`src/hdl/i2crf_pkg.sv`:
```
package i2crf_pkg;

	// Request kinds handed from the classifier to the sequencer
	typedef enum logic [1:0] {
		REQ_NOP   = 2'd0,
		REQ_START = 2'd1,
		REQ_EVENT = 2'd2
	} req_kind_t;

	// Transfer modes
	typedef enum logic [1:0] {
		MODE_NONE = 2'd0,
		MODE_RD1  = 2'd1,
		MODE_RDN  = 2'd2,
		MODE_WR   = 2'd3
	} mode_t;

	// Status event after priority reduction (start, addr, btf, rxne, txe, error)
	typedef enum logic [2:0] {
		SIG_SB   = 3'd0,
		SIG_ADDR = 3'd1,
		SIG_BTF  = 3'd2,
		SIG_RXNE = 3'd3,
		SIG_TXE  = 3'd4,
		SIG_ERR  = 3'd5
	} sig_t;

	// Sequencer phases, one-hot
	typedef enum logic [5:0] {
		P_IDLE  = 6'b000001,
		P_START = 6'b000010,
		P_ADDR  = 6'b000100,
		P_REG   = 6'b001000,
		P_XFER  = 6'b010000,
		P_TAIL  = 6'b100000
	} phase_t;

	typedef enum logic [3:0] {
		A_NOP    = 4'd0,
		A_SEQ    = 4'd1,
		A_BUS    = 4'd2,
		A_ADDR_W = 4'd3,
		A_REG    = 4'd4,
		A_REG_RS = 4'd5,
		A_ADDR_R = 4'd6,
		A_RDBTF  = 4'd7,
		A_FIN    = 4'd8,
		A_LEN1   = 4'd9,
		A_DATA   = 4'd10
	} act_t;

	// Command opcodes
	localparam logic [1:0] OP_EVENT = 2'd0;
	localparam logic [1:0] OP_READ  = 2'd1;
	localparam logic [1:0] OP_WRITE = 2'd2;

	// Result codes
	localparam logic [1:0] ACK_KEEP    = 2'd0;
	localparam logic [1:0] ACK_ENABLE  = 2'd1;
	localparam logic [1:0] ACK_DISABLE = 2'd2;

	localparam logic [1:0] RST_NONE   = 2'd0;
	localparam logic [1:0] RST_SWRST  = 2'd1;
	localparam logic [1:0] RST_CYCLE  = 2'd2;

	localparam logic [1:0] ST_BUSY    = 2'd0;
	localparam logic [1:0] ST_DONE    = 2'd1;
	localparam logic [1:0] ST_BUS_ERR = 2'd2;
	localparam logic [1:0] ST_SEQ_ERR = 2'd3;

	// Bytes left at which the read switches to the two-byte tail
	localparam logic [7:0] READ_TAIL = 8'd3;

	typedef struct packed {
		req_kind_t  kind;
		mode_t      new_mode;
		logic [7:0] addr;
		logic [7:0] reg_num;
		logic [7:0] len;
		sig_t       sig;
		logic       er_ack_fail;
		logic       er_wr_stop;
		logic [7:0] data_a;
		logic [7:0] data_b;
	} req_t;

	typedef struct packed {
		logic       gen_start;
		logic       gen_stop;
		logic       tx_valid;
		logic [7:0] tx_byte;
		logic [1:0] ack_ctrl;
		logic [1:0] reset_ctrl;
		logic [1:0] rx_count;
		logic [7:0] rx_first;
		logic [7:0] rx_second;
		logic [1:0] status;
	} res_t;

	function automatic act_t act_lookup(mode_t m, phase_t p, sig_t s);
		act_t a;
		a = A_SEQ;
		if (s == SIG_ERR) begin
			a = A_BUS;
		end else begin
			case (p)
				P_START: begin
					if (s == SIG_SB) a = A_ADDR_W;
				end
				P_ADDR: begin
					if (s == SIG_ADDR) a = (m == MODE_WR) ? A_REG : A_REG_RS;
				end
				P_REG: begin
					if (m == MODE_WR) begin
						if (s inside {SIG_ADDR, SIG_TXE}) a = A_NOP;
						else if (s == SIG_BTF) a = A_DATA;
					end else begin
						if (s == SIG_SB) a = A_ADDR_R;
						else if (s inside {SIG_BTF, SIG_TXE}) a = A_NOP;
					end
				end
				P_XFER: begin
					case (m)
						MODE_RD1: begin
							if (s == SIG_ADDR) a = A_LEN1;
							else if (s == SIG_RXNE) a = A_FIN;
							else if (s == SIG_TXE) a = A_NOP;
						end
						MODE_RDN: begin
							if (s == SIG_BTF) a = A_RDBTF;
							else if (s != SIG_SB) a = A_NOP;
						end
						MODE_WR: begin
							if (s == SIG_BTF) a = A_FIN;
							else if (s == SIG_TXE) a = A_NOP;
						end
						default: a = A_SEQ;
					endcase
				end
				P_TAIL: begin
					if (m == MODE_RDN && s == SIG_RXNE) a = A_FIN;
				end
				default: a = A_SEQ;
			endcase
		end
		return a;
	endfunction

endpackage

```
`src/hdl/i2crf_ifs.sv`:
```
interface i2crf_cmd_if;
	logic       valid;
	logic       ready;
	logic [1:0] opcode;
	logic [7:0] slave_addr;
	logic [7:0] start_reg;
	logic [7:0] length;
	logic [4:0] event_flags;
	logic [6:0] error_flags;
	logic [7:0] data_a;
	logic [7:0] data_b;

	modport source (
		output valid, opcode, slave_addr, start_reg, length,
		output event_flags, error_flags, data_a, data_b,
		input  ready
	);
	modport sink (
		input  valid, opcode, slave_addr, start_reg, length,
		input  event_flags, error_flags, data_a, data_b,
		output ready
	);
endinterface

interface i2crf_rsp_if;
	logic       valid;
	logic       ready;
	logic       gen_start;
	logic       gen_stop;
	logic       tx_valid;
	logic [7:0] tx_byte;
	logic [1:0] ack_ctrl;
	logic [1:0] reset_ctrl;
	logic [1:0] rx_count;
	logic [7:0] rx_first;
	logic [7:0] rx_second;
	logic [1:0] status;

	modport source (
		output valid, gen_start, gen_stop, tx_valid, tx_byte, ack_ctrl,
		output reset_ctrl, rx_count, rx_first, rx_second, status,
		input  ready
	);
	modport sink (
		input  valid, gen_start, gen_stop, tx_valid, tx_byte, ack_ctrl,
		input  reset_ctrl, rx_count, rx_first, rx_second, status,
		output ready
	);
endinterface

```
`src/hdl/i2crf_front.sv`:
```
module i2crf_front
	import i2crf_pkg::*;
(
	i2crf_cmd_if.sink cmd,
	input  logic      full,
	output logic      push,
	output req_t      req
);

	assign cmd.ready = !full;
	assign push      = cmd.valid && !full;

	// Reduce the request to one kind and one prioritized event
	always_comb begin
		req             = '0;
		req.kind        = REQ_NOP;
		req.new_mode    = MODE_NONE;
		req.sig         = SIG_ERR;
		req.addr        = cmd.slave_addr;
		req.reg_num     = cmd.start_reg;
		req.len         = cmd.length;
		req.data_a      = cmd.data_a;
		req.data_b      = cmd.data_b;
		req.er_ack_fail = cmd.error_flags[1];
		req.er_wr_stop  = cmd.error_flags[0] | cmd.error_flags[1] | cmd.error_flags[3];
		case (cmd.opcode)
			OP_READ: begin
				req.kind     = REQ_START;
				req.new_mode = (cmd.length == 8'd1) ? MODE_RD1 : MODE_RDN;
			end
			OP_WRITE: begin
				req.kind     = REQ_START;
				req.new_mode = MODE_WR;
			end
			OP_EVENT: begin
				req.kind = REQ_EVENT;
				if (cmd.event_flags[0])      req.sig = SIG_SB;
				else if (cmd.event_flags[1]) req.sig = SIG_ADDR;
				else if (cmd.event_flags[2]) req.sig = SIG_BTF;
				else if (cmd.event_flags[3]) req.sig = SIG_RXNE;
				else if (cmd.event_flags[4]) req.sig = SIG_TXE;
				else if (|cmd.error_flags)   req.sig = SIG_ERR;
				else                         req.kind = REQ_NOP;
			end
			default: req.kind = REQ_NOP;
		endcase
	end

endmodule

```
`src/hdl/i2crf_queue.sv`:
```
module i2crf_queue
	import i2crf_pkg::*;
#(
	parameter int DEPTH = 2
) (
	input  logic clk,
	input  logic arst_n,
	input  logic push,
	input  req_t wr_data,
	input  logic pop,
	output req_t rd_data,
	output logic full,
	output logic empty
);

	localparam int PW = (DEPTH > 1) ? $clog2(DEPTH) : 1;
	localparam int CW = $clog2(DEPTH + 1);

	req_t          mem_q [DEPTH];
	logic [PW-1:0] wr_ptr_q;
	logic [PW-1:0] rd_ptr_q;
	logic [CW-1:0] count_q;

	assign full    = (count_q == CW'(DEPTH));
	assign empty   = (count_q == '0);
	assign rd_data = mem_q[rd_ptr_q];

	always_ff @(posedge clk) begin
		if (push) mem_q[wr_ptr_q] <= wr_data;
	end

	always_ff @(posedge clk or negedge arst_n) begin
		if (!arst_n) begin
			wr_ptr_q <= '0;
			rd_ptr_q <= '0;
			count_q  <= '0;
		end else begin
			if (push) wr_ptr_q <= (wr_ptr_q == PW'(DEPTH - 1)) ? '0 : wr_ptr_q + 1'b1;
			if (pop)  rd_ptr_q <= (rd_ptr_q == PW'(DEPTH - 1)) ? '0 : rd_ptr_q + 1'b1;
			case ({push, pop})
				2'b10:   count_q <= count_q + 1'b1;
				2'b01:   count_q <= count_q - 1'b1;
				default: count_q <= count_q;
			endcase
		end
	end

	a_no_overflow: assert property (@(posedge clk) disable iff (!arst_n)
		push |-> !full) else $error("queue written while full");
	a_no_underflow: assert property (@(posedge clk) disable iff (!arst_n)
		pop |-> !empty) else $error("queue read while empty");

endmodule

```
`src/hdl/i2crf_back.sv`:
```
module i2crf_back
	import i2crf_pkg::*;
(
	input  logic       clk,
	input  logic       arst_n,
	input  logic       empty,
	input  req_t       req,
	output logic       pop,
	i2crf_rsp_if.source rsp
);

	phase_t     phase_q, phase_nxt;
	mode_t      mode_q, mode_nxt;
	logic [7:0] remaining_q, remaining_nxt;
	logic [7:0] addr_q, addr_nxt;
	logic [7:0] reg_q, reg_nxt;
	logic       out_valid_q;
	res_t       res_q, res_nxt;
	act_t       act;
	logic       is_write;

	assign pop      = !empty && (!out_valid_q || rsp.ready);
	assign is_write = (mode_q == MODE_WR);
	assign act      = act_lookup(mode_q, phase_q, req.sig);

	always_comb begin
		res_nxt       = '0;
		phase_nxt     = phase_q;
		mode_nxt      = mode_q;
		remaining_nxt = remaining_q;
		addr_nxt      = addr_q;
		reg_nxt       = reg_q;
		if (req.kind == REQ_START) begin
			addr_nxt          = req.addr;
			reg_nxt           = req.reg_num;
			remaining_nxt     = req.len;
			mode_nxt          = req.new_mode;
			phase_nxt         = P_START;
			res_nxt.gen_start = 1'b1;
		end else if (req.kind == REQ_EVENT && mode_q != MODE_NONE) begin
			case (act)
				A_SEQ: begin
					if (is_write) begin
						res_nxt.reset_ctrl = RST_CYCLE;
						res_nxt.status     = ST_BUS_ERR;
					end else begin
						res_nxt.ack_ctrl   = ACK_ENABLE;
						res_nxt.gen_stop   = 1'b1;
						res_nxt.reset_ctrl = RST_SWRST;
						res_nxt.status     = ST_SEQ_ERR;
					end
					phase_nxt = P_IDLE;
				end
				A_BUS: begin
					if (is_write) begin
						res_nxt.gen_stop = req.er_wr_stop;
					end else begin
						res_nxt.gen_stop = req.er_ack_fail;
						res_nxt.ack_ctrl = ACK_ENABLE;
					end
					res_nxt.status = ST_BUS_ERR;
					phase_nxt      = P_IDLE;
				end
				A_ADDR_W: begin
					res_nxt.tx_valid = 1'b1;
					res_nxt.tx_byte  = {addr_q[7:1], 1'b0};
					phase_nxt        = P_ADDR;
				end
				A_REG, A_REG_RS: begin
					res_nxt.tx_valid  = 1'b1;
					res_nxt.tx_byte   = reg_q;
					res_nxt.gen_start = (act == A_REG_RS);
					phase_nxt         = P_REG;
				end
				A_ADDR_R: begin
					res_nxt.tx_valid = 1'b1;
					res_nxt.tx_byte  = {addr_q[7:1], 1'b1};
					phase_nxt        = P_XFER;
				end
				A_RDBTF: begin
					res_nxt.rx_first = req.data_a;
					if (remaining_q > READ_TAIL) begin
						res_nxt.rx_count = 2'd1;
						remaining_nxt    = remaining_q - 8'd1;
					end else begin
						res_nxt.ack_ctrl  = ACK_DISABLE;
						res_nxt.gen_stop  = 1'b1;
						res_nxt.rx_count  = 2'd2;
						res_nxt.rx_second = req.data_b;
						remaining_nxt     = remaining_q - 8'd2;
						phase_nxt         = P_TAIL;
					end
				end
				A_FIN: begin
					if (!is_write) begin
						if (remaining_q == 8'd1) begin
							res_nxt.rx_count = 2'd1;
							res_nxt.rx_first = req.data_a;
						end
						res_nxt.ack_ctrl = ACK_ENABLE;
					end
					res_nxt.status = ST_DONE;
					phase_nxt      = P_IDLE;
				end
				A_LEN1: begin
					res_nxt.ack_ctrl = ACK_DISABLE;
					res_nxt.gen_stop = 1'b1;
				end
				A_DATA: begin
					res_nxt.tx_valid = 1'b1;
					res_nxt.tx_byte  = req.data_a;
					if (remaining_q != 8'd1) begin
						remaining_nxt = remaining_q - 8'd1;
						phase_nxt     = P_REG;
					end else begin
						remaining_nxt    = 8'd0;
						res_nxt.gen_stop = 1'b1;
						phase_nxt        = P_XFER;
					end
				end
				default: res_nxt = '0;
			endcase
		end
	end

	always_ff @(posedge clk or negedge arst_n) begin
		if (!arst_n) begin
			phase_q     <= P_IDLE;
			mode_q      <= MODE_NONE;
			remaining_q <= '0;
			addr_q      <= '0;
			reg_q       <= '0;
			out_valid_q <= 1'b0;
		end else begin
			if (pop) begin
				phase_q     <= phase_nxt;
				mode_q      <= mode_nxt;
				remaining_q <= remaining_nxt;
				addr_q      <= addr_nxt;
				reg_q       <= reg_nxt;
				out_valid_q <= 1'b1;
			end else if (rsp.ready) begin
				out_valid_q <= 1'b0;
			end
		end
	end

	always_ff @(posedge clk) begin
		if (pop) res_q <= res_nxt;
	end

	assign rsp.valid      = out_valid_q;
	assign rsp.gen_start  = res_q.gen_start;
	assign rsp.gen_stop   = res_q.gen_stop;
	assign rsp.tx_valid   = res_q.tx_valid;
	assign rsp.tx_byte    = res_q.tx_byte;
	assign rsp.ack_ctrl   = res_q.ack_ctrl;
	assign rsp.reset_ctrl = res_q.reset_ctrl;
	assign rsp.rx_count   = res_q.rx_count;
	assign rsp.rx_first   = res_q.rx_first;
	assign rsp.rx_second  = res_q.rx_second;
	assign rsp.status     = res_q.status;

	a_phase_onehot: assert property (@(posedge clk) disable iff (!arst_n)
		$onehot(phase_q)) else $error("phase register not one-hot");
	a_idle_unarmed: assert property (@(posedge clk) disable iff (!arst_n)
		mode_q == MODE_NONE |-> phase_q == P_IDLE)
		else $error("phase advanced with no transfer armed");
	a_end_to_idle: assert property (@(posedge clk) disable iff (!arst_n)
		pop && res_nxt.status != ST_BUSY |=> phase_q == P_IDLE)
		else $error("transfer ended but phase did not return to idle");
	a_tx_zero: assert property (@(posedge clk) disable iff (!arst_n)
		out_valid_q && !res_q.tx_valid |-> res_q.tx_byte == 8'd0)
		else $error("tx byte set without tx_valid");

endmodule

```
`src/hdl/i2c_master_register_transaction_fsm_top.sv`:
```
// I2C master register read/write sequencer. Send a start request (opcode 1 read,
// 2 write) with slave address, first register and length; it answers with a START
// request and arms the transfer. Then forward every controller status snapshot as
// an event request (opcode 0): event flags are taken by priority start, address,
// byte finished, rx not empty, tx empty, then any error flag, and each step emits
// the bytes to transmit, START/STOP and ACK control, received bytes and a final
// status. Every accepted request yields exactly one response, in order; requests
// with no flags or opcode 3 give an all-zero response. Rate: one request per clock
// sustained while responses are taken, set by the combinational state-table step in
// the sequencer; each request is registered in the queue and then in the response
// register. The queue (QUEUE_DEPTH entries) lets request intake continue while a
// response waits to be taken.
module i2c_master_register_transaction_fsm_top
	import i2crf_pkg::*;
#(
	parameter int QUEUE_DEPTH = 2
) (
	input  logic        clk,
	input  logic        arst_n,
	i2crf_cmd_if.sink   cmd,
	i2crf_rsp_if.source rsp
);

	logic push;
	logic pop;
	logic full;
	logic empty;
	req_t req_in;
	req_t req_out;

	// Classify incoming requests
	i2crf_front u_front (
		.cmd  (cmd),
		.full (full),
		.push (push),
		.req  (req_in)
	);

	// Hold classified requests between intake and sequencer
	i2crf_queue #(
		.DEPTH (QUEUE_DEPTH)
	) u_queue (
		.clk     (clk),
		.arst_n  (arst_n),
		.push    (push),
		.wr_data (req_in),
		.pop     (pop),
		.rd_data (req_out),
		.full    (full),
		.empty   (empty)
	);

	// Advance the transfer state and drive the response register
	i2crf_back u_back (
		.clk    (clk),
		.arst_n (arst_n),
		.empty  (empty),
		.req    (req_out),
		.pop    (pop),
		.rsp    (rsp)
	);

endmodule

```
`src/flat_wrapper.sv`:
```
// flat-port wrapper written by rule: the top's interface ports become plain ports
module i2c_master_register_transaction_fsm_top_flat import i2crf_pkg::*;
#(
	parameter int QUEUE_DEPTH = 2
)
  (clk, arst_n, cmd_valid, cmd_opcode, cmd_slave_addr, cmd_start_reg, cmd_length, cmd_event_flags, cmd_error_flags, cmd_data_a, cmd_data_b, cmd_ready, rsp_valid, rsp_gen_start, rsp_gen_stop, rsp_tx_valid, rsp_tx_byte, rsp_ack_ctrl, rsp_reset_ctrl, rsp_rx_count, rsp_rx_first, rsp_rx_second, rsp_status, rsp_ready);
  i2crf_cmd_if cmd_i ();
  i2crf_rsp_if rsp_i ();
  input  logic clk;
  input  logic arst_n;
  input wire logic [$bits(cmd_i.valid)-1:0] cmd_valid;
  input wire logic [$bits(cmd_i.opcode)-1:0] cmd_opcode;
  input wire logic [$bits(cmd_i.slave_addr)-1:0] cmd_slave_addr;
  input wire logic [$bits(cmd_i.start_reg)-1:0] cmd_start_reg;
  input wire logic [$bits(cmd_i.length)-1:0] cmd_length;
  input wire logic [$bits(cmd_i.event_flags)-1:0] cmd_event_flags;
  input wire logic [$bits(cmd_i.error_flags)-1:0] cmd_error_flags;
  input wire logic [$bits(cmd_i.data_a)-1:0] cmd_data_a;
  input wire logic [$bits(cmd_i.data_b)-1:0] cmd_data_b;
  output wire logic [$bits(cmd_i.ready)-1:0] cmd_ready;
  output wire logic [$bits(rsp_i.valid)-1:0] rsp_valid;
  output wire logic [$bits(rsp_i.gen_start)-1:0] rsp_gen_start;
  output wire logic [$bits(rsp_i.gen_stop)-1:0] rsp_gen_stop;
  output wire logic [$bits(rsp_i.tx_valid)-1:0] rsp_tx_valid;
  output wire logic [$bits(rsp_i.tx_byte)-1:0] rsp_tx_byte;
  output wire logic [$bits(rsp_i.ack_ctrl)-1:0] rsp_ack_ctrl;
  output wire logic [$bits(rsp_i.reset_ctrl)-1:0] rsp_reset_ctrl;
  output wire logic [$bits(rsp_i.rx_count)-1:0] rsp_rx_count;
  output wire logic [$bits(rsp_i.rx_first)-1:0] rsp_rx_first;
  output wire logic [$bits(rsp_i.rx_second)-1:0] rsp_rx_second;
  output wire logic [$bits(rsp_i.status)-1:0] rsp_status;
  input wire logic [$bits(rsp_i.ready)-1:0] rsp_ready;
  assign cmd_i.valid = cmd_valid;
  assign cmd_i.opcode = cmd_opcode;
  assign cmd_i.slave_addr = cmd_slave_addr;
  assign cmd_i.start_reg = cmd_start_reg;
  assign cmd_i.length = cmd_length;
  assign cmd_i.event_flags = cmd_event_flags;
  assign cmd_i.error_flags = cmd_error_flags;
  assign cmd_i.data_a = cmd_data_a;
  assign cmd_i.data_b = cmd_data_b;
  assign cmd_ready = cmd_i.ready;
  assign rsp_valid = rsp_i.valid;
  assign rsp_gen_start = rsp_i.gen_start;
  assign rsp_gen_stop = rsp_i.gen_stop;
  assign rsp_tx_valid = rsp_i.tx_valid;
  assign rsp_tx_byte = rsp_i.tx_byte;
  assign rsp_ack_ctrl = rsp_i.ack_ctrl;
  assign rsp_reset_ctrl = rsp_i.reset_ctrl;
  assign rsp_rx_count = rsp_i.rx_count;
  assign rsp_rx_first = rsp_i.rx_first;
  assign rsp_rx_second = rsp_i.rx_second;
  assign rsp_status = rsp_i.status;
  assign rsp_i.ready = rsp_ready;
  i2c_master_register_transaction_fsm_top #(.QUEUE_DEPTH(QUEUE_DEPTH)) u_core (.clk(clk), .arst_n(arst_n), .cmd(cmd_i), .rsp(rsp_i));
endmodule
```
`config.mk`:
```
export PLATFORM = sky130hd
export DESIGN_NAME = i2c_master_register_transaction_fsm_top_flat
export DESIGN_NICKNAME = d
export VERILOG_FILES = /design/src/hdl/i2crf_pkg.sv /design/src/hdl/i2crf_ifs.sv /design/src/hdl/i2crf_front.sv /design/src/hdl/i2crf_queue.sv /design/src/hdl/i2crf_back.sv /design/src/hdl/i2c_master_register_transaction_fsm_top.sv /design/src/flat_wrapper.sv
export SDC_FILE = /design/constraint.sdc
export NUM_CORES = 1
export LEC_CHECK = 0
export BUFFER_PORTS_ARGS = -buffer_cell sky130_fd_sc_hd__buf_2
export CORE_ASPECT_RATIO = 0.8
export CORE_UTILIZATION = 50
export CTS_BUF_LIST = sky130_fd_sc_hd__clkbuf_8
export DETAILED_ROUTE_END_ITERATION = 16
export GPL_TIMING_DRIVEN = 0
export PLACE_DENSITY_LB_ADDON = 0.1
export SYNTH_ARGS = -nofsm -noshare
export SYNTH_HDL_FRONTEND = slang
export SYNTH_SLANG_ARGS = --single-unit
export TNS_END_PERCENT = 20
```
`constraint.sdc`:
```
create_clock -name clk -period 4.99 [get_ports clk]
set_input_delay 0.499 -clock clk [delete_from_list [all_inputs] [get_ports clk]]
set_output_delay 0.499 -clock clk [all_outputs]
set_load 0.01 [all_outputs]
```
# Word-level counts from Yosys, hierarchy flattened
# Memories as Yosys holds them, arrays and structs flattened.
# Cells that the tools add are included.
# classes
add_sub_neg,6
n_mul,0
div_mod_pow,0
magnitude_cmp,1
eq_ne,34
shifts,0
mux,71
bitwise,5
n_reduce_logical,30
# op_table
cell,n
8-bit two-way mux,6
6-bit one-hot mux with 6 select lines,1
9-bit one-hot mux with 4 select lines,1
35-bit two-way mux,1
4-bit two-way mux,8
2-bit two-way mux,12
3-bit two-way mux,8
10-bit one-hot mux with 2 select lines,1
4-bit one-hot mux with 5 select lines,1
1-bit two-way mux,18
6-bit two-way mux,3
4-bit by 3-bit equality test with 1-bit output (second input constant),4
8-bit by 1-bit equality test with 1-bit output (second input constant),2
8-bit one-hot mux with 2 select lines,1
2-bit equality test (second input constant),6
4-bit equality test (second input constant),3
2-bit one-hot mux with 2 select lines,3
2-bit one-hot mux with 3 select lines,2
4-bit one-hot mux with 3 select lines,1
2-bit nonzero test,6
10-bit two-way mux,1
9-bit two-way mux,1
2-bit by 1-bit equality test with 1-bit output (second input constant),4
4-bit by 2-bit equality test with 1-bit output (second input constant),2
other kinds (35),51
# word_totals
register_bits,72
latch_bits,0
ram_bits,98
romBits,0
in_bits,58
out_inout_bits,37
wordCells,167
mem_count,1
# memory_table
memory,words,width,read_ports,rd_ports_with_merged_regs,wr,line_no,source
u_core.u_queue.mem_q,2,49,1,0,1,i2crf_queue.sv:19,req_t mem_q [DEPTH];

# Logic depth before layout (Yosys ltp)
# Gate-level depths: netlist (run 1).
# An unclocked memory read counts as a cell.
# logic_depth
ltp_word,13
depth_mapped,10
depth_no_buf,9

# By module
# Synthesis (run 1) repeated with hierarchy kept, for this count alone.
# unflattened
hier_cells,566
area_unflattened_um2,8008.9
# modules_own_cells
mod,n_inst,cells_each,area_each_um2,seq_area_each_um2
i2crf_queue,1,169,3973.8,3042.9
i2crf_back,1,327,3523.4,1853.0
i2crf_front,1,70,511.7,0.0

# Worst setup path after synthesis (run 1)
# No wires, ideal clock.
# synth_timing
path_kind,register to register
start,register u_core.u_queue.count_q[0]
end,memory u_core.u_queue.mem_q[0][0] (netlist name) (enable)
t_arrival_ns,2.742
required_time_ns,4.536
setup_slack_ns,1.794
path_stages_with_launch,4
period_less_slack_ns,3.196
path_cell_list,dfrtp_1 nand2b_1 nand2_1 nor2_1
# synth_between
elab_chain_cells,5
# synth_lines
element,line_no,source
start: declaration,i2crf_queue.sv:22,logic [CW-1:0] count_q;
start signal: assignment,i2crf_queue.sv:41,2'b10: count_q <= count_q + 1'b1;
start signal: assignment,i2crf_queue.sv:42,2'b01: count_q <= count_q - 1'b1;
start signal: assignment,i2crf_queue.sv:43,default: count_q <= count_q;
2-bit equality test,i2crf_queue.sv:24,assign full = (count_q == CW'(DEPTH));
1-bit logical NOT,n/a,
net cmd_ready,flat_wrapper.sv:20,output wire logic [$bits(cmd_i.ready)-1:0] cmd_ready;
1-bit logical AND,i2crf_front.sv:11,assign push = cmd.valid && !full;
1-bit two-way mux,i2crf_queue.sv:29,if (push) mem_q[wr_ptr_q] <= wr_data;
1-bit two-way mux (not written as such),i2crf_queue.sv:29,
end: declaration,i2crf_queue.sv:19,
# The timed path passes the listed nets, and every way through them passes these cells.

# Worst setup path after layout (run 1)
# layout_timing
start,register u_core.u_back.mode_q[1]
end,"register u_core.u_back.res_q, in the netlist u_core.u_back.rsp.rx_first[6] (data pin)"
# layout_between
elab_chain_cells,7
elab_cells_between_ends,19
cone_classes,eq/ne (5); mux (9); bitwise (1); reduce/logical (4)
# layout_lines
element,line_no,source
start: declaration,i2crf_back.sv:13,"mode_t mode_q, mode_nxt;"
start signal: assignment,i2crf_back.sv:137,mode_q <= mode_nxt;
2-bit equality test (on tied branches),n/a,
1-bit two-way mux or 1-bit logical AND (tied branches),"i2crf_pkg.sv:111, i2crf_pkg.sv:141",
3-bit two-way mux or 4-bit two-way mux (tied branches),"i2crf_pkg.sv:111, i2crf_pkg.sv:141",
4-bit one-hot mux with 5 select lines,i2crf_pkg.sv:106,case (p)
4-bit two-way mux,i2crf_pkg.sv:103,if (s == SIG_ERR) begin
4-bit equality test or 4-bit by 3-bit equality test with 1-bit output (tied branches),i2crf_back.sv:41,case (act)
10-bit one-hot mux with 2 select lines,i2crf_back.sv:41,
end signal: assignment,i2crf_back.sv:149,if (pop) res_q <= res_nxt;
end: declaration,i2crf_back.sv:18,"res_t res_q, res_nxt;"
# Parallel ways exist; a longest one is shown, timed or not.
# A chain may end at the register's enable or synchronous reset.

==> results of run 1 <==
[sequential cells by signal (all words and copies together), names as in the netlist, 2 cells and up]
register and flops:
u_core.u_back.rsp.rx_second 8, u_core.u_back.rsp.ack_ctrl 2, u_core.u_back.rsp.status 2, u_core.u_back.addr_q 7, u_core.u_back.rsp.tx_byte 8, u_core.u_back.phase_q 6
u_core.u_back.rsp.reset_ctrl 2, u_core.u_back.rsp.rx_first 8, u_core.u_back.reg_q 8, u_core.u_queue.count_q 2, u_core.u_back.rsp.rx_count 2, u_core.u_back.mode_q 2
u_core.u_back.remaining_q 8, u_core.u_queue.mem_q 96
[cell type report]
class / count / area (um2)
inverter: 18 / 67.6
sequential: 167 / 4840
fill: 1189 / 5860
tap: 184 / 230
multi-input combinational: 354 / 2320
buffer: 18 / 82.6
clock inverter: 15 / 104
timing repair buffer: 95 / 513
clock buffer: 17 / 234
[worst paths after layout]
check	to	startpoint	cells after the start	slack (ns)
min reg2reg	u_core.u_back.rsp.valid	u_core.u_back.rsp.valid	2	0.51
min	u_core.u_queue.wr_ptr_q	arst_n	1	0.16
max in group asynchronous	u_core.u_back.reg_q[5]	arst_n	1	4.27
max	u_core.u_back.rsp.rx_first[6]	u_core.u_back.mode_q[1]	8	1.77
max reg2reg	u_core.u_back.rsp.rx_first[6]	u_core.u_back.mode_q[1]	8	1.77
min in group clk	u_core.u_queue.mem_q[0][3]	cmd_data_b[3]	1	0.23
[layer usage]
metal	global-route usage	share of wire
met1	0.320	0.48
met2	0.323	0.45
met3	0.0521	0.054
met4	0.0675	0.012
met5	0	0
[Yosys cell counts (3+ instances only)]
cell / number
buf_2: 6
o22ai_1: 4
nor3_1: 10
o21ai_0: 7
a221oi_1: 8
nand2b_1: 8
a31oi_1: 5
edfxtp_1: 131
nand2_1: 29
nor4_1: 5
buf_1: 3
nor2b_1: 6
ha_1: 8
nor4b_1: 3
a211oi_1: 4
dfrtp_1: 35
nor2_1: 81
inv_1: 18
or4_1: 4
o21ai_1: 13
a21oi_1: 38
xnor2_1: 8
o21a_1: 3
nand3_1: 5
nor3b_1: 4
clkbuf_1: 8
mux2i_1: 41
o32ai_1: 5
a2111oi_0: 3
[cells in the final DEF, fill, tap and decap left out, types with 3 or more instances in the layout]
cell type / count
a2111oi_0: 3
a211oi_1: 4
a21oi_1: 38
a221oi_1: 8
a31oi_1: 5
buf_1: 3
buf_2: 99
clkbuf_1: 8
clkbuf_8: 17
clkinvlp_4: 5
dfrtp_1: 35
edfxtp_1: 131
ha_1: 8
inv_1: 20
inv_6: 4
mux2i_1: 41
nand2_1: 29
nand2b_1: 8
nand3_1: 5
nor2_1: 80
nor2b_1: 6
nor3_1: 10
nor3b_1: 4
nor4_1: 5
nor4b_1: 3
o21a_1: 3
o21ai_0: 7
o21ai_1: 13
o22ai_1: 4
o32ai_1: 5
or4_1: 4
xnor2_1: 8
[cells by family (layout without fill, tap and decap cells)]
kind of cell,Yosys count,in the layout,share of synthesized area
mux,44,44,0.0624
xor+xnor,10,10,0.0120
flops,167,167,0.663
compound gates,112,112,0.104
simple gates,180,180,0.125
buf+inv,36,163,0.0206
fa+ha+maj,8,8,0.0137
[through the flow]
stage                     area [um2]  std cells  hold WS [ns]  setup slack, ns   util
after floorplan                 7300        557         0.203             1.79      -
after global placement          7990        834         0.478            0.497  0.561
after detailed placement        8050        836         0.489             1.84  0.565
after CTS                       8390        868         0.171             1.79  0.589
after global routing            8390        868         0.194             1.52  0.589
final                           8390        868         0.162             1.77  0.589
[worst max-delay path, stage by stage, from the launching register on]
cell and delay (ns):
dfrtp_1 0.33, clkbuf_1 0.39, nand2_1 0.39, a21o_1 0.29, nor2_1 0.56, nor4_2 0.22, and4_1 0.24, o21ai_2 0.42
nor2_1 0.10
[where the power goes]
| group | switching, mW | internal, mW |
|---|---|---|
| sequential | 0.200 | 1.98 |
| clock | 0.490 | 0.344 |
| combinational | 1.02 | 0.627 |
==> results.md, run 1 <==
* Root buf cell: clkbuf_8
* Yosys top cell by area: edfxtp_1
* Crit path DAT at approximately 3.4 ns
* Clk buf depth at 2
* RSZ-0062 raised after global routing: no
* TritonCTS Buffers at 17
* Routed Antenna Nets at 0
* Number of core rows at 39
* Seq/Total Area, Yosys at 0.663
* # Post-CTS Setup Buffers at 0
* Number of detailed-route iterations in the first pass at 4
* Post-Syn Area at 0.00730 mm2
* Area growth, synth to finish at 14.9%
* Post-Syn Nets at 623
* Post-synth top area share at 0.539
* Leakage power figure at between 3 and 4 nW
* Mean post-synth cell area at 13.1 um2
* Vias in the first global route at approximately 4500
* WL final at 15500 um
* CP Data Required Time at just over 5 ns
* Tcrit/Tclk final at 0.644
* Critical path class: reg -> reg
* Fin. Hold Viols at 0
* GRT Overall Usage at 0.219
* PwrDens at between 500 and 600 mW/mm2
* Post-route setup TNS at 0 ns
* Largest net degree at the start of global routing at 38
* Via density at between 5 and 6
* Post-synth EDFFs at between 100 and 150
* Nets@finish at roughly 740
* Inserted Diodes at 0
* Ys flop type: edfxtp_1
* Cell count after synthesis at around 560
* Crit path capture type: flip-flop
* Fmax at roughly 310 MHz
* Reported max-cap violation count at 0
* Total Power at ~4.7 mW
* Routability Congestion at 0.906
* CTS tree: done
* Skew final at between 0.01 and 0.015 ns
* Max VDD drop at about 0.52 mV
* Slew at the pin with the worst max-slew slack at 1.23 ns
* First-pass GRT wire length at 24100 um
* Share of post-route cells with drive strength above 1 at 0.221
* Die ar. at between 0.015 and 0.02 mm2
* IO Count at 95
* Avg WL per Cell at approximately 18 um
* Post-layout minimum cycle time at between 3 and 4 ns
* Initial Util at 0.512
* Core area at between 0.01 and 0.015 mm2
* # DRC at 0
* Grt ovf at 0
* Synth top area cells: edfxtp_1, dfrtp_1, mux2i_1
* Yosys cell types at between 70 and 80
* H-tree levels at 4
* Slew Viols, Final at 0
* Post-CTS Hold Buffers at 0
* CTS resizes at 0
* Final setup viols at 0
* Vertical die dimension at between 100 and 150 um
* Ys async rst share at 0.216
* Reg clk slew, reported paths at approximately 0.090 ns
* Crit path launch type: flip-flop
* PortBufs at 93
* Detailed router's first-iteration violation count at between 300 and 400
* Register bit total from synthesis at around 170
* Status: complete, no violations
* Vias post-DR at roughly 4800
* Hold crit path type: in -> async
* Slew HR at 0.175
* Clock Latency Late Sink at between 0.4 and 0.5 ns
* Initial antenna violation count at 0
* Critical Path Fanout Max at 10
* DIE WIDTH at 137 um
* Yosys warns at 0
* HPWL after DPL at between 10000 and 15000 um
* Num Clock Sinks at around 170
No activity file was read; power rests on OpenSTA's default activity.
==> inputs of run 2 (changes only) <==
clock period = 2.7 ns   (was 4.99 ns; I/O delays follow)
==> results.md, run 2 (synthesized netlist as in run 1, its figures left out) <==
* Most common cell after layout, fill and taps aside: edfxtp_1
* Area taken by multi-input logic gates at 0.00247 mm2 (+6.4%)
* WL final at 16600 um (+7.3%)
* Clk buf depth at 2 (unchanged)
* Slew Viols, Final at 0 (unchanged)
* Worst stage delay on the critical path at 0.44 ns (-0.12 ns)
* Fmax at 379 MHz (+22%)
* TritonCTS Buffers at 17 (unchanged)
* Post-route setup TNS at 0 ns (unchanged)
* Post-route design area at 0.00907 mm2 (+8.2%)
* First-pass GRT wire length at 25200 um (+4.5%)
* Pint at 5.75 mW (+95%)
* # DRC at 0 (unchanged)
* Clock power share at 0.189 (+0.010)
* Leakage power figure at 3.49 nW (+8.6%)
* Critical Path Fanout Max at 7 (-3)
* Reg clk slew, reported paths at 0.09 ns (about the same)
* GRT Overall Usage at 0.227 (+0.00857)
* Initial Util at 0.512 (unchanged)
* Via density at 5.55 (about the same)
* Nets@finish at 784 (+6.4%)
* CP dominant cell by count: or3_4
* Biggest register: u_core.u_queue.mem_q
* RSZ-0062 raised after global routing: yes
* Die ar. at 0.0151 mm2 (unchanged)
* Vias in the first global route at 4859 (+7.7%)
* Critical path class: reg -> reg
* Critical path, cell by cell: or3_4 > or4_1 > buf_2 > and2_4 > or3_4 > or4_4 > o31ai_2
* Avg WL per Cell at 18.2 um (+1.8%)
* Total Power at 9.13 mW (+96%)
* Max VDD drop at 1.00 mV (+94%)
* Core area at 0.0142 mm2 (unchanged)
* Tcrit/Tclk final at 0.978 (+0.333)
* Status: complete, no violations
* DIE WIDTH at 137 um (unchanged)
* Slew HR at 0.407 (+0.232)
* Number of detailed-route iterations in the first pass at 5 (+1)
* Reg area at 0.00484 mm2 (about the same)
* Layout Utilization at 0.637 (+0.0481)
* Inserted Diodes at 0 (unchanged)
* Crit path DAT at 3.00 ns (-0.39 ns)
* Hold crit path type: in -> reg
* Root buf cell: clkbuf_8
* Largest net degree at the start of global routing at 38 (unchanged)
* Comb power frac at 0.360 (+0.007)
* Commonest cells after routing, fill and taps aside: edfxtp_1, buf_2, nor2_1
* HPWL after DPL at 11200 um (+1.3%)
* Routability Congestion at 0.894 (-1.3%)
* Vias post-DR at 5080 (+5.3%)
* Switching Share at 0.370 (+0.00325)
* CTS tree: done
* Fillers at 1137 (-4.4%)
* Grt ovf at 0 (unchanged)
* IO Count at 95 (unchanged)
* Initial antenna violation count at 0 (unchanged)
* Seq pwr share at 0.450 (-0.018)
* Switching pwr at 3.38 mW (+97%)
* DP Area at 0.00808 mm2 (+0.34%)
* Detailed router's first-iteration violation count at 354 (+7.3%)
* Vertical die dimension at 110 um (unchanged)
* Clock Latency Late Sink at 0.45 ns (about the same)
* Crit path launch type: flip-flop
* PwrDens at 1010 mW/mm2 (+81%)
* Critical-path top delay cell: or4_4
* Worst path bufs/invs at 1 (unchanged)
* Slew at the pin with the worst max-slew slack at 0.890 ns (-0.337 ns)
* Hold_ws at 0.0257 ns (-0.136 ns)
* CP Data Required Time at 3.06 ns (-2.11 ns)
* Fin. Hold Viols at 0 (unchanged)
* Final setup viols at 0 (unchanged)
* Num Clock Sinks at 167 (unchanged)
* Number of core rows at 39 (unchanged)
* Skew final at 0.0135 ns (-0.0000299 ns)
* Reported max-cap violation count at 0 (unchanged)
* H-tree levels at 4 (unchanged)
* Routed Antenna Nets at 0 (unchanged)
* PortBufs at 93 (unchanged)
* Largest register FFs at 96 (unchanged)
* Area growth, synth to finish at 24.3%
* Critical path's top delay family: simple AND/OR/NAND/NOR gates
* Share of post-route cells with drive strength above 1 at 0.252 (+0.0309)
* Post-layout minimum cycle time at 2.64 ns (-0.575 ns)
* Crit path capture type: flip-flop
## run 2: cell types whose count changed in the layout (fill, tap and decap cells not counted), moves of 2 or more
cell,change
dfrtp_1,-2
clkinvlp_4,-4
clkbuf_1,-3
nor4_4,+2
a2111oi_0,-3
nor4_2,-2
inv_8,+3
dlygate4sd3_1,+37
buf_4,+13
buf_2,-2
nand2_1,-2
dfrtp_2,+2
## run 2: final timing paths
path / slack [ns] / depth (start not counted) / start / to
max: 0.06 / 7 / u_core.u_back.remaining_q[4] / u_core.u_back.phase_q[2]
min: 0.03 / 1 / cmd_error_flags[1] / u_core.u_queue.mem_q[1][17]
max reg2reg: 0.06 / 7 / u_core.u_back.remaining_q[4] / u_core.u_back.phase_q[2]
min reg2reg: 0.52 / 2 / u_core.u_back.rsp.valid / u_core.u_back.rsp.valid
max in group asynchronous: 1.61 / 2 / arst_n / u_core.u_back.phase_q[3]
min in group asynchronous: 0.47 / 2 / arst_n / u_core.u_queue.wr_ptr_q
## run 2: cell type report
cell class	instances	share of cell area
repair buffers	144	0.109
clock inverters	15	0.0159
flip-flops and latches	167	0.533
well taps	184	0.0254
inverters	18	0.00772
clock buffers	17	0.0258
plain buffers	16	0.0105
multi-input cells	354	0.272
## run 2: routing by layer
layer	up-vias	track usage	share of wire
met3	14	0.0494	0.052
met1	2497	0.327	0.47
met4	0	0.0597	0.0087
met2	151	0.351	0.47
met5	-	0	0
li1	2418	-	-
## run 2: metrics by stage
step	cells	setup WS, ns
detailed placement	837	-0.497
global route	915	-0.0416
floorplan	557	0.0342
CTS	907	-0.0176
global placement	834	-0.687
finish	915	0.0598
## run 2: power groups by stage
stage	registers, mW	logic [mW]	clock network, mW
after floorplan	4.10	2.04	0
after global placement	4.10	2.95	0
after detailed placement	4.10	3.09	0
after CTS	4.05	3.21	1.76
after global routing	4.19	3.61	1.87
final	4.11	3.29	1.73
## run 2: repair_timing
| item | CTS | global route |
|---|---|---|
| endpoints found under the hold margin | 102 | 1 |
| gates cloned | 0 | 0 |
| pin swaps | 2 | 5 |
| buffers inserted | 2 | 9 |
| resized for setup | 23 | 19 |
| hold buffers | 36 | 1 |
| setup endpoints to repair | 43 | 35 |
==> inputs of run 3 (changes only) <==
clock period = 3 ns   (was 2.7 ns; I/O delays follow)
==> results.md, run 3 (synthesized netlist as in run 1, its figures left out) <==
* Status: complete, no violations
* Critical path class: reg -> reg
* Number of detailed-route iterations in the first pass at 5 (unchanged)
* Crit path DAT at 3.21 ns (+0.21 ns)
* TritonCTS Buffers at 17 (unchanged)
* Post-layout minimum cycle time at 2.89 ns (+0.252 ns)
* DP Area at 0.00808 mm2 (unchanged)
* HPWL after DPL at 11200 um (unchanged)
* Area growth, synth to finish at 17.0%
* Num Clock Sinks at 167 (unchanged)
* Reg clk slew, reported paths at 0.09 ns (about the same)
* Reported max-cap violation count at 0 (unchanged)
* Reg-to-Reg Start: u_core.u_queue.rd_ptr_q
* Hold path endpoint: u_core.u_queue.mem_q[0][31]
* Slew HR at 0.391 (-0.0152)
* Most common cell after layout, fill and taps aside: edfxtp_1
* Number of core rows at 39 (unchanged)
* FF-to-FF End: u_core.u_back.remaining_q[6]
* PwrDens at 939 mW/mm2 (-6.7%)
* Biggest register: u_core.u_queue.mem_q
* IO Count at 95 (unchanged)
* Setup WS post-layout at 0.108 ns (+0.0479 ns)
* Share of post-route cells with drive strength above 1 at 0.231 (-0.0203)
* Crit path capture type: flip-flop
* Slew at the pin with the worst max-slew slack at 0.913 ns (+0.0228 ns)
* Fmax at 346 MHz (-8.7%)
* Vertical die dimension at 110 um (unchanged)
* Pre-CTS setup slack at -0.197 ns (+0.300 ns)
* Hold crit path type: in -> reg
* Initial antenna violation count at 0 (unchanged)
* Clock Latency Late Sink at 0.45 ns (about the same)
* WHS Path Cells at 1 (unchanged)
* Slew Viols, Final at 0 (unchanged)
* Critical path, cell by cell: buf_2 > or4b_1 > a2111o_1 > buf_2 > nand2_2 > o21ai_1 > clkbuf_1 > nand2_1 > o21ai_1
* Flop2flop setup slack at 0.11 ns (+0.05 ns)
* Critical Path Source: u_core.u_queue.rd_ptr_q
* # DRC at 0 (unchanged)
* Tcrit/Tclk final at 0.964 (-0.0137)
* Post-route design area at 0.00854 mm2 (-5.9%)
* R2R depth at 9 (+2)
* Routed Antenna Nets at 0 (unchanged)
* PortBufs at 93 (unchanged)
* Area taken by multi-input logic gates at 0.00238 mm2 (-3.5%)
* Hold path startpoint: cmd_start_reg[2]
* Reg area at 0.00484 mm2 (about the same)
* Vias in the first global route at 4726 (-2.7%)
* Skew final at 0.0140 ns (+0.000506 ns)
* Max VDD drop at 0.891 mV (-11%)
* Avg WL per Cell at 18.1 um (-0.24%)
* Largest net degree at the start of global routing at 38 (unchanged)
* Fin. Hold Viols at 0 (unchanged)
* Via density at 5.62 (+1.3%)
* CTS tree: done
* RSZ-0062 raised after global routing: yes
* DIE WIDTH at 137 um (unchanged)
* Critical Path Fanout Max at 10 (+3)
* GRT Overall Usage at 0.222 (-0.00516)
* Leakage power figure at 3.27 nW (-6.3%)
* H-tree levels at 4 (unchanged)
* Fillers at 1186 (+4.3%)
* WL final at 15800 um (-5.0%)
* Root buf cell: clkbuf_8
* Hold_ws at 0.0352 ns (+0.00945 ns)
* Routability Congestion at 0.894 (unchanged)
* Die ar. at 0.0151 mm2 (unchanged)
* Commonest cells after routing, fill and taps aside: edfxtp_1, buf_2, nor2_1
* Core area at 0.0142 mm2 (unchanged)
* First-pass GRT wire length at 24700 um (-2.2%)
* CP Data Required Time at 3.32 ns (+0.26 ns)
* Crit path launch type: flip-flop
* Final setup viols at 0 (unchanged)
* Vias post-DR at 4899 (-3.6%)
* Worst stage delay on the critical path at 0.65 ns (+0.21 ns)
* Largest register FFs at 96 (unchanged)
* Clk buf depth at 2 (unchanged)
* Detailed router's first-iteration violation count at 330 (-6.8%)
* Initial Util at 0.512 (unchanged)
* Critical-path top delay cell: or4b_1
* Inserted Diodes at 0 (unchanged)
* Grt ovf at 0 (unchanged)
* Nets@finish at 740 (-5.6%)
run 3: cell types whose count changed in the layout (fill, tap and decap cells not counted), moves of 2 or more:
cell / before / now
nand2_1: 27 / 29
dfrtp_2: 2 / 0
dfrtp_1: 33 / 35
dlygate4sd3_1: 37 / 2
clkbuf_1: 5 / 8
a2111oi_0: 0 / 2
buf_4: 13 / 0
run 3: worst max path at each step:
stage,cells after the start,to,slack [ns]
final,9,u_core.u_back.remaining_q[6],0.11
after global routing,9,u_core.u_back.rsp.gen_stop,-0.03
after CTS,8,u_core.u_back.rsp.rx_first[5],0.001
after detailed placement,8,u_core.u_back.rsp.rx_first[5],-0.20
after global placement,8,u_core.u_back.phase_q[2],-0.42
after floorplan,7,u_core.u_back.phase_q[2],0.33
run 3: report_power, final:
group	internal, mW	switching [mW]	total, mW
Clock	0.681	0.867	1.55
Sequential	3.30	0.351	3.65
Combinational	1.09	1.74	2.82
Total	5.06	2.96	8.02
run 3: critical path, delay by kind of cell (launching register included):
| family | cells | cell delay, ns |
|---|---|---|
| buf+inv | 3 | 0.69 |
| simple gates | 3 | 0.99 |
| flops | 1 | 0.36 |
| compound gates | 3 | 0.72 |
run 3: routing by layer:
layer  routed length, um  part of all wire  global-route usage
met5                   0                 0                   0
met1                7420              0.47               0.324
met4                 159             0.010              0.0651
met2                7290              0.46               0.333
met3                 914             0.058              0.0498
run 3: repair_timing:
action                     in CTS  in global routing
resized for setup               4                 11
setup buffers                   0                  0
hold endpoints to repair       35                  2
hold buffers                    1                  1
pin swaps                       0                  1
setup endpoints to repair      27                 22
run 3: final cells by class:
| cell class | count | area share |
|---|---|---|
| plain buffers | 18 | 0.00996 |
| clock buffers | 17 | 0.0274 |
| clock inverters | 15 | 0.0168 |
| inverters | 18 | 0.00820 |
| multi-input cells | 354 | 0.279 |
| flip-flops and latches | 167 | 0.566 |
| well taps | 184 | 0.0270 |
| repair buffers | 98 | 0.0656 |
run 3: through the flow:
step	power, mW	std cells	util	setup TNS [ns]
after global placement	6.35	834	0.561	-11.63
final	8.02	871	0.599	0
after global routing	8.52	871	0.599	-0.0303
after floorplan	5.53	557	-	0
after detailed placement	6.47	837	0.567	-3.17
after CTS	8.02	870	0.595	0
